`config.mk`:
```
export PLATFORM = sky130hd
export DESIGN_NAME = cistern_irrigation_pump_sequencer
export DESIGN_NICKNAME = d
export VERILOG_FILES = /design/src/rtl/cips_pkg.sv /design/src/rtl/cips_csr.sv /design/src/rtl/cips_core.sv /design/src/rtl/cistern_irrigation_pump_sequencer.sv
export SDC_FILE = /design/constraint.sdc
export NUM_CORES = 1
export LEC_CHECK = 0
export ABC_AREA = 1
export BUFFER_PORTS_ARGS = -buffer_cell sky130_fd_sc_hd__buf_4
export CAP_MARGIN = 5
export CORE_MARGIN = 2
export CORE_UTILIZATION = 40
export DETAILED_ROUTE_END_ITERATION = 6
export GPL_TIMING_DRIVEN = 0
export PLACE_DENSITY = 0.69
export SYNTH_ARGS = -nofsm -noshare
export SYNTH_HDL_FRONTEND = slang
export SYNTH_SLANG_ARGS = --single-unit
```
`constraint.sdc`:
```
create_clock -name clock -period 10.5 [get_ports clock]
set_clock_uncertainty 0.1 [all_clocks]
set_input_delay 2.1 -clock clock [delete_from_list [all_inputs] [get_ports clock]]
set_output_delay 2.1 -clock clock [all_outputs]
set_load 0.01 [all_outputs]
```
`src/rtl/cips_pkg.sv`:
```
`timescale 1ns / 1ps
`default_nettype none
// ----------------------------------------------------------------------------
// cips_pkg: shared types and constants of the pump sequencer
// Phase codes, register indexes, word layouts and the seven-segment table.
// ----------------------------------------------------------------------------
package cips_pkg;

   // Sequencer phases.
   typedef enum logic [2:0] {
      PH_FILL     = 3'd0,
      PH_BUZZ     = 3'd1,
      PH_IRRIG    = 3'd2,
      PH_MAN_IDLE = 3'd3,
      PH_MAN_RUN  = 3'd4
   } phase_type;

   // Configuration register indexes.
   localparam logic [1:0] CSR_FILL_ITER  = 2'd0;
   localparam logic [1:0] CSR_BUZZ_COUNT = 2'd1;
   localparam logic [1:0] CSR_IRRIG_STEP = 2'd2;

   localparam logic [5:0] FILL_ITER_RESET  = 6'd21;
   localparam logic [2:0] BUZZ_COUNT_RESET = 3'd2;
   localparam logic [3:0] IRRIG_STEP_RESET = 4'd10;

   localparam logic [3:0] MAX_STEPS  = 4'd10;
   localparam logic [6:0] DIGIT_ZERO = 7'h3F;

   // Input word fields, high_float in the lowest bit.
   typedef struct packed {
      logic off_button;
      logic on_button;
      logic mode_switch;
      logic gate_float;
      logic low_float;
      logic high_float;
   } cips_in_type;

   typedef struct packed {
      logic [3:0] irrigation_steps;
      logic [2:0] buzz_count;
      logic [5:0] fill_iterations;
   } cips_cfg_type;

   // Output latches as held by the sequencer core.
   typedef struct packed {
      logic [6:0] digit;
      logic [2:0] float_leds;
      logic       manual;
      logic       idle;
      logic       buzz;
      logic       gate;
      logic       pump;
   } cips_lat_type;

   function automatic logic [6:0] seg_code(input logic [3:0] digit);
      logic [6:0] code;
      case (digit)
         4'd0:    code = 7'h3F;
         4'd1:    code = 7'h06;
         4'd2:    code = 7'h5B;
         4'd3:    code = 7'h4F;
         4'd4:    code = 7'h66;
         4'd5:    code = 7'h6D;
         4'd6:    code = 7'h7D;
         4'd7:    code = 7'h07;
         4'd8:    code = 7'h7F;
         4'd9:    code = 7'h6F;
         default: code = DIGIT_ZERO;
      endcase
      return code;
   endfunction

endpackage
`default_nettype wire

```
`src/rtl/cips_csr.sv`:
```
`timescale 1ns / 1ps
`default_nettype none
// ----------------------------------------------------------------------------
// cips_csr: configuration registers
// Three write-only registers; writes to an unused index are dropped.
// ----------------------------------------------------------------------------
module cips_csr (
   input  wire logic                  clock,
   input  wire logic                  reset,
   input  wire logic                  csr_we,
   input  wire logic [1:0]            csr_addr,
   input  wire logic [5:0]            csr_wdata,
   output cips_pkg::cips_cfg_type     cfg
);

   cips_pkg::cips_cfg_type cfg_ff;
   cips_pkg::cips_cfg_type cfg_in;

   always_comb begin
      cfg_in = cfg_ff;
      if (csr_we) begin
         unique case (csr_addr)
            cips_pkg::CSR_FILL_ITER:  cfg_in.fill_iterations  = csr_wdata;
            cips_pkg::CSR_BUZZ_COUNT: cfg_in.buzz_count       = csr_wdata[2:0];
            cips_pkg::CSR_IRRIG_STEP: cfg_in.irrigation_steps = csr_wdata[3:0];
            default:                  cfg_in = cfg_ff;
         endcase
      end
   end

   always_ff @(posedge clock) begin
      if (reset) begin
         cfg_ff.fill_iterations  <= cips_pkg::FILL_ITER_RESET;
         cfg_ff.buzz_count       <= cips_pkg::BUZZ_COUNT_RESET;
         cfg_ff.irrigation_steps <= cips_pkg::IRRIG_STEP_RESET;
      end else begin
         cfg_ff <= cfg_in;
      end
   end

   assign cfg = cfg_ff;

endmodule
`default_nettype wire

```
`src/rtl/cips_core.sv`:
```
`timescale 1ns / 1ps
`default_nettype none
// ----------------------------------------------------------------------------
// cips_core: phase machine, counters and output latches
// One tick is processed in the cycle step_en is high.
// ----------------------------------------------------------------------------
module cips_core (
   input  wire logic                  clock,
   input  wire logic                  reset,
   input  wire logic                  step_en,
   input  wire cips_pkg::cips_in_type  tick,
   input  wire cips_pkg::cips_cfg_type cfg,
   output cips_pkg::cips_lat_type     lat
);

   cips_pkg::phase_type phase_ff, phase_in, auto_phase;
   logic [6:0] tick_ff, tick_in;
   logic [3:0] step_ff, step_in;
   cips_pkg::cips_lat_type lat_ff, lat_in;

   logic       man_phase, fill_ok, on_press, off_press, start_ok;
   logic [5:0] fill_eff;
   logic [2:0] buzz_eff;
   logic [6:0] fill_span, buzz_span, auto_tick, fill_base, fill_next, buzz_next;
   logic       fill_done, buzz_done, irrig_end;
   logic [3:0] steps_n, step_base, step_new, digit_idx;

   assign man_phase = (phase_ff == cips_pkg::PH_MAN_IDLE) ||
                      (phase_ff == cips_pkg::PH_MAN_RUN);
   assign fill_ok   = tick.gate_float & tick.high_float;
   assign on_press  = ~tick.on_button;
   assign off_press = ~tick.off_button;
   assign start_ok  = on_press & tick.low_float & ~off_press;

   // Leaving manual mode restarts the fill phase from tick zero.
   assign auto_phase = man_phase ? cips_pkg::PH_FILL : phase_ff;
   assign auto_tick  = man_phase ? 7'd0 : tick_ff;

   assign fill_eff  = (cfg.fill_iterations == 6'd0) ? 6'd1 : cfg.fill_iterations;
   assign buzz_eff  = (cfg.buzz_count == 3'd0) ? 3'd1 : cfg.buzz_count;
   assign fill_span = {fill_eff, 1'b0};
   assign buzz_span = {3'b000, buzz_eff, 1'b0};

   assign fill_base = ((auto_phase != cips_pkg::PH_FILL) || (auto_tick >= fill_span)) ?
                      7'd0 : auto_tick;
   assign fill_next = fill_base + 7'd1;
   assign fill_done = fill_next >= fill_span;
   assign buzz_next = tick_ff + 7'd1;
   assign buzz_done = buzz_next >= buzz_span;

   assign steps_n   = (cfg.irrigation_steps == 4'd0) ? 4'd1 :
                      (cfg.irrigation_steps > cips_pkg::MAX_STEPS) ? cips_pkg::MAX_STEPS :
                      cfg.irrigation_steps;
   assign step_base = (step_ff >= steps_n) ? steps_n - 4'd1 : step_ff;
   assign step_new  = step_base + 4'd1;
   assign digit_idx = steps_n - step_new;
   assign irrig_end = ~tick.low_float || (step_new >= steps_n);

   // Next phase.
   always_comb begin
      phase_in = phase_ff;
      if (tick.mode_switch) begin
         if (phase_ff == cips_pkg::PH_MAN_RUN) begin
            phase_in = (~tick.low_float || off_press) ? cips_pkg::PH_MAN_IDLE :
                                                        cips_pkg::PH_MAN_RUN;
         end else begin
            phase_in = start_ok ? cips_pkg::PH_MAN_RUN : cips_pkg::PH_MAN_IDLE;
         end
      end else begin
         unique case (auto_phase)
            cips_pkg::PH_BUZZ:  phase_in = buzz_done ? cips_pkg::PH_IRRIG : cips_pkg::PH_BUZZ;
            cips_pkg::PH_IRRIG: phase_in = irrig_end ? cips_pkg::PH_FILL : cips_pkg::PH_IRRIG;
            default: begin
               phase_in = (fill_done && tick.low_float) ? cips_pkg::PH_BUZZ :
                                                          cips_pkg::PH_FILL;
            end
         endcase
      end
   end

   // Counters and output latches.
   always_comb begin
      tick_in = tick_ff;
      step_in = step_ff;
      lat_in  = lat_ff;
      lat_in.manual     = tick.mode_switch;
      lat_in.float_leds = {~tick.gate_float, ~tick.low_float, ~tick.high_float};
      if (tick.mode_switch) begin
         lat_in.digit = cips_pkg::DIGIT_ZERO;
         if (!man_phase) begin
            tick_in     = 7'd0;
            step_in     = 4'd0;
            lat_in.buzz = 1'b0;
         end
         if (phase_ff == cips_pkg::PH_MAN_RUN) begin
            lat_in.pump = tick.low_float & ~off_press;
            lat_in.gate = 1'b0;
            lat_in.idle = 1'b0;
         end else if (start_ok) begin
            lat_in.pump = 1'b1;
            lat_in.gate = 1'b0;
            lat_in.idle = 1'b0;
         end else begin
            lat_in.pump = 1'b0;
            lat_in.gate = fill_ok;
            lat_in.idle = 1'b1;
         end
      end else begin
         unique case (auto_phase)
            cips_pkg::PH_BUZZ: begin
               lat_in.pump = 1'b0;
               lat_in.gate = 1'b0;
               lat_in.idle = 1'b0;
               lat_in.buzz = ~tick_ff[0];
               tick_in     = buzz_done ? 7'd0 : buzz_next;
               if (buzz_done) begin
                  step_in = 4'd0;
               end
            end
            cips_pkg::PH_IRRIG: begin
               lat_in.pump  = tick.low_float;
               lat_in.gate  = 1'b0;
               lat_in.idle  = 1'b0;
               lat_in.buzz  = 1'b0;
               lat_in.digit = tick.low_float ? cips_pkg::seg_code(digit_idx) :
                                               cips_pkg::DIGIT_ZERO;
               step_in      = irrig_end ? 4'd0 : step_new;
               if (irrig_end) begin
                  tick_in = 7'd0;
               end
            end
            default: begin
               lat_in.pump = 1'b0;
               lat_in.buzz = 1'b0;
               lat_in.gate = fill_ok & ~(fill_done & tick.low_float);
               lat_in.idle = ~fill_base[0];
               tick_in     = fill_done ? 7'd0 : fill_next;
               step_in     = 4'd0;
            end
         endcase
      end
   end

   always_ff @(posedge clock) begin
      if (reset) begin
         phase_ff <= cips_pkg::PH_FILL;
         tick_ff  <= 7'd0;
         step_ff  <= 4'd0;
         lat_ff   <= '{digit: cips_pkg::DIGIT_ZERO, float_leds: 3'd0, manual: 1'b0,
                       idle: 1'b0, buzz: 1'b0, gate: 1'b0, pump: 1'b0};
      end else if (step_en) begin
         phase_ff <= phase_in;
         tick_ff  <= tick_in;
         step_ff  <= step_in;
         lat_ff   <= lat_in;
      end
   end

   assign lat = lat_ff;

   a_pumps_exclusive: assert property (@(posedge clock) disable iff (reset)
      !(lat_ff.pump && lat_ff.gate))
      else $error("cistern pump and gate pump driven together");

   // A beep that is on at the last beep tick carries into the first
   // countdown tick, which then clears it.
   a_buzz_phase: assert property (@(posedge clock) disable iff (reset)
      lat_ff.buzz |-> ((phase_ff == cips_pkg::PH_BUZZ) ||
                       (phase_ff == cips_pkg::PH_IRRIG)))
      else $error("buzzer on outside the beep and countdown phases");

   a_manual_digit: assert property (@(posedge clock) disable iff (reset)
      ((phase_ff == cips_pkg::PH_MAN_IDLE) || (phase_ff == cips_pkg::PH_MAN_RUN))
      |-> (lat_ff.digit == cips_pkg::DIGIT_ZERO))
      else $error("manual mode shows a nonzero digit");

   a_step_range: assert property (@(posedge clock) disable iff (reset)
      step_ff < cips_pkg::MAX_STEPS)
      else $error("irrigation step count out of range");

endmodule
`default_nettype wire

```
`src/rtl/cistern_irrigation_pump_sequencer.sv`:
```
`timescale 1ns / 1ps
`default_nettype none
// ----------------------------------------------------------------------------
// cistern_irrigation_pump_sequencer: cistern fill and irrigation sequencer
// Takes one 500 ms tick word with float, switch and button levels and
// returns one word of output latches for it.
// ----------------------------------------------------------------------------
//
//  Channel   Direction  Width  Contents
//  req_*     in         8      tick word: float, mode switch and button levels
//  rsp_*     out        16     latch word: pumps, buzzer, LEDs, display digit
//  csr_*     in         2+6    register writes: fill, beep and countdown counts
//
// A tick word accepted at one edge is loaded into the input register; once the
// result register is empty or being drained, the phase logic runs it into the
// result register (the core's latches) and rsp_tvalid goes high with it.
// One word is accepted per clock while the result register can advance; the
// phase logic is a single pass with no iteration, so throughput is limited
// only by the result side.
// Synchronous reset puts the sequencer in automatic fill with all latches off
// and the digit at zero; the registers return to 21, 2 and 10.
// When rsp_tready is low the result holds, the input register still fills,
// and req_tready falls only when both are occupied.
// ----------------------------------------------------------------------------
module cistern_irrigation_pump_sequencer (
   input  wire logic        clock,
   input  wire logic        reset,
   // req_tdata: high_float, low_float, gate_float, mode_switch, on_button,
   // off_button, two unused bits
   input  wire logic        req_tvalid,
   output      logic        req_tready,
   input  wire logic [7:0]  req_tdata,
   // rsp_tdata: cistern_pump, gate_pump, buzzer, idle_led, auto_led,
   // manual_led, float_leds[2:0], display_code[6:0]
   output      logic        rsp_tvalid,
   input  wire logic        rsp_tready,
   output      logic [15:0] rsp_tdata,
   input  wire logic        csr_we,
   input  wire logic [1:0]  csr_addr,
   input  wire logic [5:0]  csr_wdata
);

   cips_pkg::cips_cfg_type cfg;
   cips_pkg::cips_lat_type lat;
   cips_pkg::cips_in_type  in_ff, in_in;

   logic in_valid_ff, in_valid_in;
   logic rsp_valid_ff, rsp_valid_in;
   logic advance, req_take, step_en;

   // The result register may be loaded when it is empty or being drained.
   assign advance    = ~rsp_valid_ff | rsp_tready;
   assign req_tready = ~in_valid_ff | advance;
   assign req_take   = req_tvalid & req_tready;
   assign step_en    = in_valid_ff & advance;

   assign in_in        = cips_pkg::cips_in_type'(req_tdata[5:0]);
   assign in_valid_in  = req_take | (in_valid_ff & ~advance);
   assign rsp_valid_in = step_en | (rsp_valid_ff & ~rsp_tready);

   always_ff @(posedge clock) begin
      if (reset) begin
         in_valid_ff  <= 1'b0;
         rsp_valid_ff <= 1'b0;
      end else begin
         in_valid_ff  <= in_valid_in;
         rsp_valid_ff <= rsp_valid_in;
      end
   end

   // Tick payload register; no reset needed.
   always_ff @(posedge clock) begin
      if (req_take) begin
         in_ff <= in_in;
      end
   end

   cips_csr u_csr (
      .clock     (clock),
      .reset     (reset),
      .csr_we    (csr_we),
      .csr_addr  (csr_addr),
      .csr_wdata (csr_wdata),
      .cfg       (cfg)
   );

   // The core's latches are the result register: they change only when a
   // new word is loaded, so they hold steady while the result is stalled.
   cips_core u_core (
      .clock   (clock),
      .reset   (reset),
      .step_en (step_en),
      .tick    (in_ff),
      .cfg     (cfg),
      .lat     (lat)
   );

   assign rsp_tvalid = rsp_valid_ff;
   assign rsp_tdata  = {lat.digit, lat.float_leds, lat.manual, ~lat.manual,
                        lat.idle, lat.buzz, lat.gate, lat.pump};

endmodule
`default_nettype wire
```
==> impl_summary.txt, run 1 <==
----------------------------------------------------
[Pwr]
  Max IR drop VDD ... 113.0 uV
  LEAKAGE ... 1.750 nW
  Areal power density over the cells ... 104.7 mW/mm^2

[Placed design]
  Placed Area ... 0.003692 mm^2
  Worst slack at placement ... 5.762 ns
  Count of port buffers added during placement ... 36
  Final estimated routing congestion in global placement ... 0.8492
  Half-perimeter wire length after detailed placement ... 6261 um

[Finish]
  Diodes inserted ... 0
  Area Growth Syn to Fin ... 15.21%
  Commonest non-fill, non-tap cell in the layout ... sky130_fd_sc_hd__nand2_1
  Number of fillers in the final layout ... 842
  Total non-filler cell area in the finished layout ... 0.003791 mm^2
  Share of cells above drive strength 1 ... 13.89%
  Post-layout utilization of the core ... 46.85%
  Number of nets in the layout ... 557
  Commonest non-fill, non-tap cells in the layout ... 105 x sky130_fd_sc_hd__nand2_1, 67 x sky130_fd_sc_hd__inv_1, 44 x sky130_fd_sc_hd__dfxtp_1

[Floorplanning]
  Die Wd ... 94.70 um
  Top-level port count ... 39
  Core area ... 0.008093 mm^2
  Area of the die ... 0.008968 mm^2
  Initial Util ... 40.66%
  Number of cell rows ... 33
  Die extent in y ... 94.70 um

[STA]
  Unrepaired setup endpoints after global routing ... no
  Final Worst Setup Slack ... 5.769 ns
  Number of setup violations in the final report ... 0
  Count of endpoints failing hold in the final timing report ... 0
  Upper clock frequency limit ... 211.4 MHz
  Shortest clock period the worst path allows after layout ... 4.731 ns
  Actual slew at the worst max-slew pin ... 0.5898 ns
  Final slew viol count ... 0
  Setup TNS ... 0 ns
  Worst slew margin relative to its limit ... 60.38%
  Final cycle utilization of the critical path ... 45.06%

[Clock tree]
  Cts hold-fix bufs ... 0
  Total number of clock tree sinks ... 50
  Clk buf depth ... 2
  CTS root buf ... sky130_fd_sc_hd__clkbuf_8
  Number of H-tree branching levels ... 2
  Register clock-pin slew on the reported worst setup and hold paths ... 0.09 ns
  Cts repair resizes ... 0
  Num CTS Buffers ... 5
  Clock tree from TritonCTS ... done
  Postcts setup bufs ... 0
  Latest clock arrival within the worst-skew pair ... 0.30 ns

[Route]
  DRT iter0 DRCs ... 115
  Via density per instance ... 5.128
  Detailed Routing Iterations Pass 1 ... 5
  DR DRC count ... 0
  Wire length after detailed routing ... 7729 um
  Antenna-violating nets left ... 0
  Wire per inst ... 12.69 um
  Overall via count from detail_route ... 3,123

[Yosys]
  Post-synthesis instance area ... 0.003291 mm^2
  Synthesized area per cell ... 7.154 um^2
  Sequential fraction of the synthesis area ... 32.24%
  Mapped Nets ... 514
  Cell count after synthesis ... 460
  Yosys warnings ... 0
  Number of storage elements in the synthesis netlist ... 50
  Number of distinct library cells after synthesis ... 40

[Setup path]
  Worst setup startpoint ... rsp_tready
  Dominant cell type by count on the critical path ... sky130_fd_sc_hd__buf_4
  CP max stage cell ... sky130_fd_sc_hd__buf_4
  Slowest cell delay on critical path ... 0.17 ns
  Critical setup path kind ... primary input to output port
  Crit path max fanout ... 3
  Family with the most delay on the worst path ... buffers and inverters
  CP Buf/Inv Count ... 3
  Endpoint required time on the critical path ... 8.30 ns
  Endpoint kind of the worst setup timing path ... output port
  Nature of the critical path startpoint ... primary input
  Worst EP arrival ... 2.53 ns
  Ordered list of cells on the worst path ... buf_4 > inv_1 > nand3_1 > buf_4
  Critical register-to-register path startpoint ... u_core.phase_ff[1]

[GRT]
  Wire length of the first global-routing pass ... 13,320 um
  Number of antenna violations at the first check in global routing ... 0
  Total track usage ... 18.41%
  Grt total ovfl ... 0
  Vias in the first global route ... 2,970
  Largest net degree at the start of global routing ... 17

[Worst hold path]
  Type of the tightest min-delay check ... flip-flop to flip-flop
  Worst Min Path Start ... u_csr.cfg[6]

[Outcome]
  Result of the run ... completed

[Flow run]
  Max-cap violations ... 0

----------------------------------------------------
## worst paths after layout
check | cells past startpoint | slack, ns | end
min reg2reg | 2 | 0.36 | u_csr.cfg[6]
min | 2 | 0.36 | u_csr.cfg[6]
max reg2reg | 25 | 5.96 | u_core.tick_ff[3]
max | 4 | 5.77 | req_tready
## registers in the layout, summed over array words and instances (netlist names)
| signal | count |
|---|---|
| u_core.lat | 15 |
| u_csr.cfg | 13 |
| u_core.tick_ff | 7 |
| in_ff | 6 |
| u_core.step_ff | 4 |
| u_core.phase_ff | 3 |
| in_valid_ff | 1 |
| rsp_tvalid | 1 |
## through the flow
stage / hold WS (ns) / std cells / total power, mW
after detailed placement: 0.3466 / 601 / 0.2810
after floorplan: 0.3235 / 460 / 0.2557
after CTS: 0.3597 / 609 / 0.4015
final: 0.3613 / 609 / 0.3969
after global routing: 0.3882 / 609 / 0.4199
after global placement: 0.3416 / 601 / 0.2784
## cell usage after synthesis, drive strengths merged
| cell type | instances | area [um^2] |
|---|---|---|
| nand2 | 110 | 430.4 |
| inv | 72 | 270.3 |
| dfxtp | 44 | 880.8 |
| a21oi | 40 | 204.0 |
| nand3 | 33 | 180.2 |
| ha | 32 | 400.4 |
| o21ai | 31 | 155.1 |
| nor2 | 27 | 147.6 |
| nand4 | 15 | 100.1 |
| o211ai | 7 | 52.55 |
| clkbuf | 6 | 22.52 |
| edfxtp | 6 | 180.2 |
| nor3 | 6 | 30.03 |
| a31oi | 5 | 31.28 |
| and2 | 4 | 25.02 |
| o22ai | 3 | 18.77 |
| xnor2 | 3 | 26.28 |
| a211oi | 2 | 15.01 |
| o21bai | 2 | 15.01 |
| xor2 | 2 | 17.52 |
| a211o | 1 | 8.760 |
| a21boi | 1 | 7.510 |
| a21o | 1 | 7.510 |
| a221oi | 1 | 8.760 |
| a22oi | 1 | 7.510 |
| a31o | 1 | 8.760 |
| and3 | 1 | 6.260 |
| fa | 1 | 20.02 |
| nor4 | 1 | 6.260 |
| or2 | 1 | 6.260 |
## power by group
group          switching, mW  internal [mW]  leakage (nW)
Sequential           0.00568          0.202         0.418
Clock                 0.0658         0.0543        0.0478
Combinational         0.0427         0.0266          1.28
Total                  0.114          0.283          1.75
## final cells by class
type	count	area (um^2)	area share, %
multi-input cells	332	1937	51.09
flip-flops and latches	50	1061	27.99
inverters	72	270.3	7.129
well taps	105	131.4	3.465
plain buffers	6	22.52	0.5941
clock inverters	2	16.27	0.4290
clock buffers	6	82.58	2.178
repair buffers	36	270.3	7.129
## layer usage
metal | global-route usage, % | wire length (um) | share of wire (%) | up-vias
li1 | - | - | - | 1637
met1 | 24.48 | 3625 | 47 | 1415
met4 | 3.865 | 80 | 1.0 | 0
met5 | 0 | 0 | 0 | -
met2 | 31.44 | 3672 | 48 | 61
met3 | 3.033 | 351 | 4.5 | 10
## logic make-up (layout without fill, tap and decap cells)
group | Yosys count | after routing | share of synthesized area [%]
AO/OA/AOI/OAI | 96 | 96 | 16.43
XOR/XNOR | 5 | 5 | 1.331
adder cells (fa/ha/maj) | 33 | 33 | 12.78
buffers and inverters | 78 | 122 | 8.897
flip-flops | 50 | 50 | 32.24
AND/OR/NAND/NOR | 198 | 198 | 28.33
## worst register-to-register path, cell delays in order, from the launching register on
cell                       delay (ns)
sky130_fd_sc_hd__dfxtp_1         0.41
sky130_fd_sc_hd__inv_2           0.07
sky130_fd_sc_hd__nand3_2         0.12
sky130_fd_sc_hd__nand2_4         0.12
sky130_fd_sc_hd__nor2_2          0.24
sky130_fd_sc_hd__ha_1            0.29
sky130_fd_sc_hd__nand2_1         0.08
sky130_fd_sc_hd__nor2_1          0.04
sky130_fd_sc_hd__nand2_1         0.07
sky130_fd_sc_hd__nand2_1         0.12
sky130_fd_sc_hd__nor2_8          0.17
sky130_fd_sc_hd__nand2_1         0.17
sky130_fd_sc_hd__inv_1           0.14
sky130_fd_sc_hd__ha_1            0.25
sky130_fd_sc_hd__nand4_1         0.14
sky130_fd_sc_hd__nor2_1          0.12
sky130_fd_sc_hd__nand2_1         0.07
sky130_fd_sc_hd__and2_1          0.17
sky130_fd_sc_hd__ha_1            0.28
sky130_fd_sc_hd__nand2_1         0.07
sky130_fd_sc_hd__nor2_1          0.05
sky130_fd_sc_hd__a211oi_1        0.47
sky130_fd_sc_hd__nand3_1         0.19
sky130_fd_sc_hd__nor2_2          0.26
sky130_fd_sc_hd__nand3_1         0.13
sky130_fd_sc_hd__a21oi_1         0.15
Note: power is estimated with default switching activity, not from simulation.
==> run 2, diff against run 1 <==
- PLACE_DENSITY: 0.69 -> 0.72
- clock period: 10.5 -> 4.1 ns (I/O delays scaled with it)
==> run 2 against run 1 <==
- clock power grew to 2.9 times the previous value
- via count grew 0.38%
- first-iteration DRC count grew 15%
- wire length grew 2.5%
- power grew to 2.7 times the previous value
- count of clock-buffer cells in the layout shrank 1
- setup slack lost 5.5 ns
- non-clock buffer count grew 8
==> impl_summary.txt, run 2 (synthesized netlist as in run 1, its figures left out) <==
----------------------------------------------------
[Finish]
  Number of nets in the layout ... 565 (+1.4%)
  Diodes inserted ... 0 (unchanged)
  Share of cells above drive strength 1 ... 19.92% (+6.0 points)
  Number of fillers in the final layout ... 808 (-4.0%)
  Post-layout utilization of the core ... 49.57% (+2.7 points)
  Total non-filler cell area in the finished layout ... 0.004011 mm^2 (+5.8%)
  Area Growth Syn to Fin ... 21.90%
  Number of flip-flops under the largest register name ... 15 (unchanged)
  Commonest non-fill, non-tap cells in the layout ... 100 x sky130_fd_sc_hd__nand2_1, 66 x sky130_fd_sc_hd__inv_1, 44 x sky130_fd_sc_hd__buf_4
  Commonest non-fill, non-tap cell in the layout ... sky130_fd_sc_hd__nand2_1

[STA]
  Upper clock frequency limit ... 261.0 MHz
  Count of endpoints failing hold in the final timing report ... 0 (unchanged)
  Worst slew margin relative to its limit ... 59.75% (-0.63 points)
  Final slew viol count ... 0 (unchanged)
  Number of setup violations in the final report ... 0 (unchanged)
  Shortest clock period the worst path allows after layout ... 3.831 ns
  Final Worst Setup Slack ... 0.2690 ns (-5.500 ns)
  Final cycle utilization of the critical path ... 93.44%
  Actual slew at the worst max-slew pin ... 0.5992 ns (+0.009372 ns)

[Setup path]
  Endpoint kind of the worst setup timing path ... flip-flop
  Nature of the critical path startpoint ... flip-flop
  Worst EP arrival ... 3.97 ns (+1.44 ns)
  Crit path max fanout ... 7 (+4)
  Endpoint required time on the critical path ... 4.24 ns (-4.06 ns)
  Critical setup path kind ... flip-flop to flip-flop

[GRT]
  Wire length of the first global-routing pass ... 13,320 um (unchanged)
  Largest net degree at the start of global routing ... 17 (unchanged)
  Total track usage ... 18.71% (+0.30 points)
  Vias in the first global route ... 3,005 (+1.2%)
  Grt total ovfl ... 0 (unchanged)
  Number of antenna violations at the first check in global routing ... 0 (unchanged)

[Placed design]
  Half-perimeter wire length after detailed placement ... 6168 um (-1.5%)
  Placed Area ... 0.003692 mm^2 (unchanged)
  Worst slack at placement ... -0.4464 ns (-6.208 ns)
  Final estimated routing congestion in global placement ... 0.8826 (+3.9%)
  Count of port buffers added during placement ... 36 (unchanged)

[Route]
  Antenna-violating nets left ... 0 (unchanged)
  DR DRC count ... 0 (unchanged)
  Via density per instance ... 5.081 (-0.92%)
  Overall via count from detail_route ... 3,135 (+0.38%)
  DRT iter0 DRCs ... 132 (+15%)
  Detailed Routing Iterations Pass 1 ... 4 (-1)
  Wire length after detailed routing ... 7923 um (+2.5%)
  Wire per inst ... 12.84 um (+1.2%)

[Pwr]
  Max IR drop VDD ... 155.9 uV (+38%)
  LEAKAGE ... 1.829 nW (+4.5%)
  Areal power density over the cells ... 268.0 mW/mm^2 (+160%)

[Floorplanning]
  Initial Util ... 40.66% (unchanged)
  Die extent in y ... 94.70 um (unchanged)
  Area of the die ... 0.008968 mm^2 (unchanged)
  Core area ... 0.008093 mm^2 (unchanged)
  Die Wd ... 94.70 um (unchanged)
  Top-level port count ... 39 (unchanged)
  Number of cell rows ... 33 (unchanged)

[Clock tree]
  Clk buf depth ... 2 (unchanged)
  Clock tree from TritonCTS ... done
  Num CTS Buffers ... 5 (unchanged)
  Total number of clock tree sinks ... 50 (unchanged)
  Cts hold-fix bufs ... 0 (unchanged)
  Register clock-pin slew on the reported worst setup and hold paths ... 0.09 ns (about the same)
  Number of H-tree branching levels ... 2 (unchanged)
  CTS root buf ... sky130_fd_sc_hd__clkbuf_8
  Latest clock arrival within the worst-skew pair ... 0.31 ns (about the same)

[Outcome]
  Result of the run ... completed

[Flow run]
  Max-cap violations ... 0 (unchanged)

[Worst hold path]
  Type of the tightest min-delay check ... flip-flop to flip-flop

----------------------------------------------------
run 2: changes by cell type in the layout (fill, tap and decap cells not counted), moves of 3 or more:
| cell | before | now |
|---|---|---|
| sky130_fd_sc_hd__buf_4 | 36 | 44 |
| sky130_fd_sc_hd__dfxtp_1 | 44 | 41 |
| sky130_fd_sc_hd__nand2_1 | 105 | 100 |
| sky130_fd_sc_hd__ha_1 | 32 | 28 |
| sky130_fd_sc_hd__nand2_2 | 4 | 9 |
| sky130_fd_sc_hd__ha_4 | 0 | 4 |
| sky130_fd_sc_hd__nor2_1 | 18 | 14 |
| sky130_fd_sc_hd__nor2_4 | 2 | 6 |
run 2: power breakdown:
group | leakage (nW) | switching [mW] | internal (mW)
Sequential | 0.420 | 0.0155 | 0.516
Combinational | 1.35 | 0.114 | 0.0754
Clock | 0.0585 | 0.171 | 0.183
Total | 1.83 | 0.300 | 0.775
run 2: through the flow:
| step | hold WS (ns) | cells | total power, mW | TNS (ns) |
|---|---|---|---|---|
| 2_1_floorplan | 0.3235 | 460 | 0.6547 | 0 |
| 3_3_place_gp | 0.3376 | 601 | 0.7126 | -2.205 |
| 3_5_place_dp | 0.3444 | 601 | 0.7179 | -2.888 |
| 4_1_cts | 0.3576 | 613 | 1.077 | 0 |
| 5_1_grt | 0.3904 | 617 | 1.137 | -0.04208 |
| 6_report | 0.3539 | 617 | 1.075 | 0 |
run 2: metal layers:
metal | GRT usage (%) | share of wire [%] | vias to the layer above | wire, um
li1 | - | - | 1652 | -
met1 | 25.10 | 46 | 1404 | 3632
met2 | 30.61 | 47 | 67 | 3698
met3 | 3.272 | 5.9 | 12 | 468
met4 | 5.918 | 1.6 | 0 | 123
met5 | 0 | 0 | - | 0
run 2: cell type report:
class	count	area [um^2]	share of cell area [%]
buffer	6	22.52	0.5614
clock buffer	5	68.82	1.716
clock inverter	3	43.79	1.092
inverter	72	270.3	6.737
multi-input combinational	332	2074	51.72
sequential	50	1070	26.67
tap	105	131.4	3.275
timing repair buffer	44	330.3	8.235
run 2: critical path: stages, from the launching register on:
cell and delay [ns]:
sky130_fd_sc_hd__dfxtp_4 0.38, sky130_fd_sc_hd__inv_2 0.05, sky130_fd_sc_hd__nand3_4 0.10, sky130_fd_sc_hd__nand2_4 0.12
sky130_fd_sc_hd__nor2_2 0.20, sky130_fd_sc_hd__ha_4 0.24, sky130_fd_sc_hd__nand2_2 0.08, sky130_fd_sc_hd__inv_1 0.04
sky130_fd_sc_hd__nand2_1 0.07, sky130_fd_sc_hd__nand2_2 0.09, sky130_fd_sc_hd__nor2_8 0.15, sky130_fd_sc_hd__nand2_2 0.09
sky130_fd_sc_hd__nor2_4 0.13, sky130_fd_sc_hd__ha_4 0.17, sky130_fd_sc_hd__nand4_1 0.11, sky130_fd_sc_hd__nor2_1 0.11
sky130_fd_sc_hd__nand2_1 0.07, sky130_fd_sc_hd__and2_1 0.22, sky130_fd_sc_hd__ha_4 0.23, sky130_fd_sc_hd__nand2_1 0.07
sky130_fd_sc_hd__nor2_2 0.04, sky130_fd_sc_hd__a211oi_2 0.32, sky130_fd_sc_hd__nand3_2 0.15, sky130_fd_sc_hd__nor2_4 0.18
sky130_fd_sc_hd__nand3_1 0.12, sky130_fd_sc_hd__a21oi_1 0.13
run 2: what timing repair did:
item,CTS,global route
pin swaps,5,12
gates resized for setup,9,24
buffers inserted,4,4
setup endpoints to repair,9,17
run 2: worst paths after layout:
check / end / slack, ns / cells after the start / startpoint
worst max register to register: u_core.tick_ff[6] / 0.27 / 25 / u_core.phase_ff[1]
worst min register to register: u_csr.cfg[6] / 0.35 / 2 / u_csr.cfg[6]
worst min-delay path: u_csr.cfg[6] / 0.35 / 2 / u_csr.cfg[6]
worst max-delay path: u_core.tick_ff[6] / 0.27 / 25 / u_core.phase_ff[1]
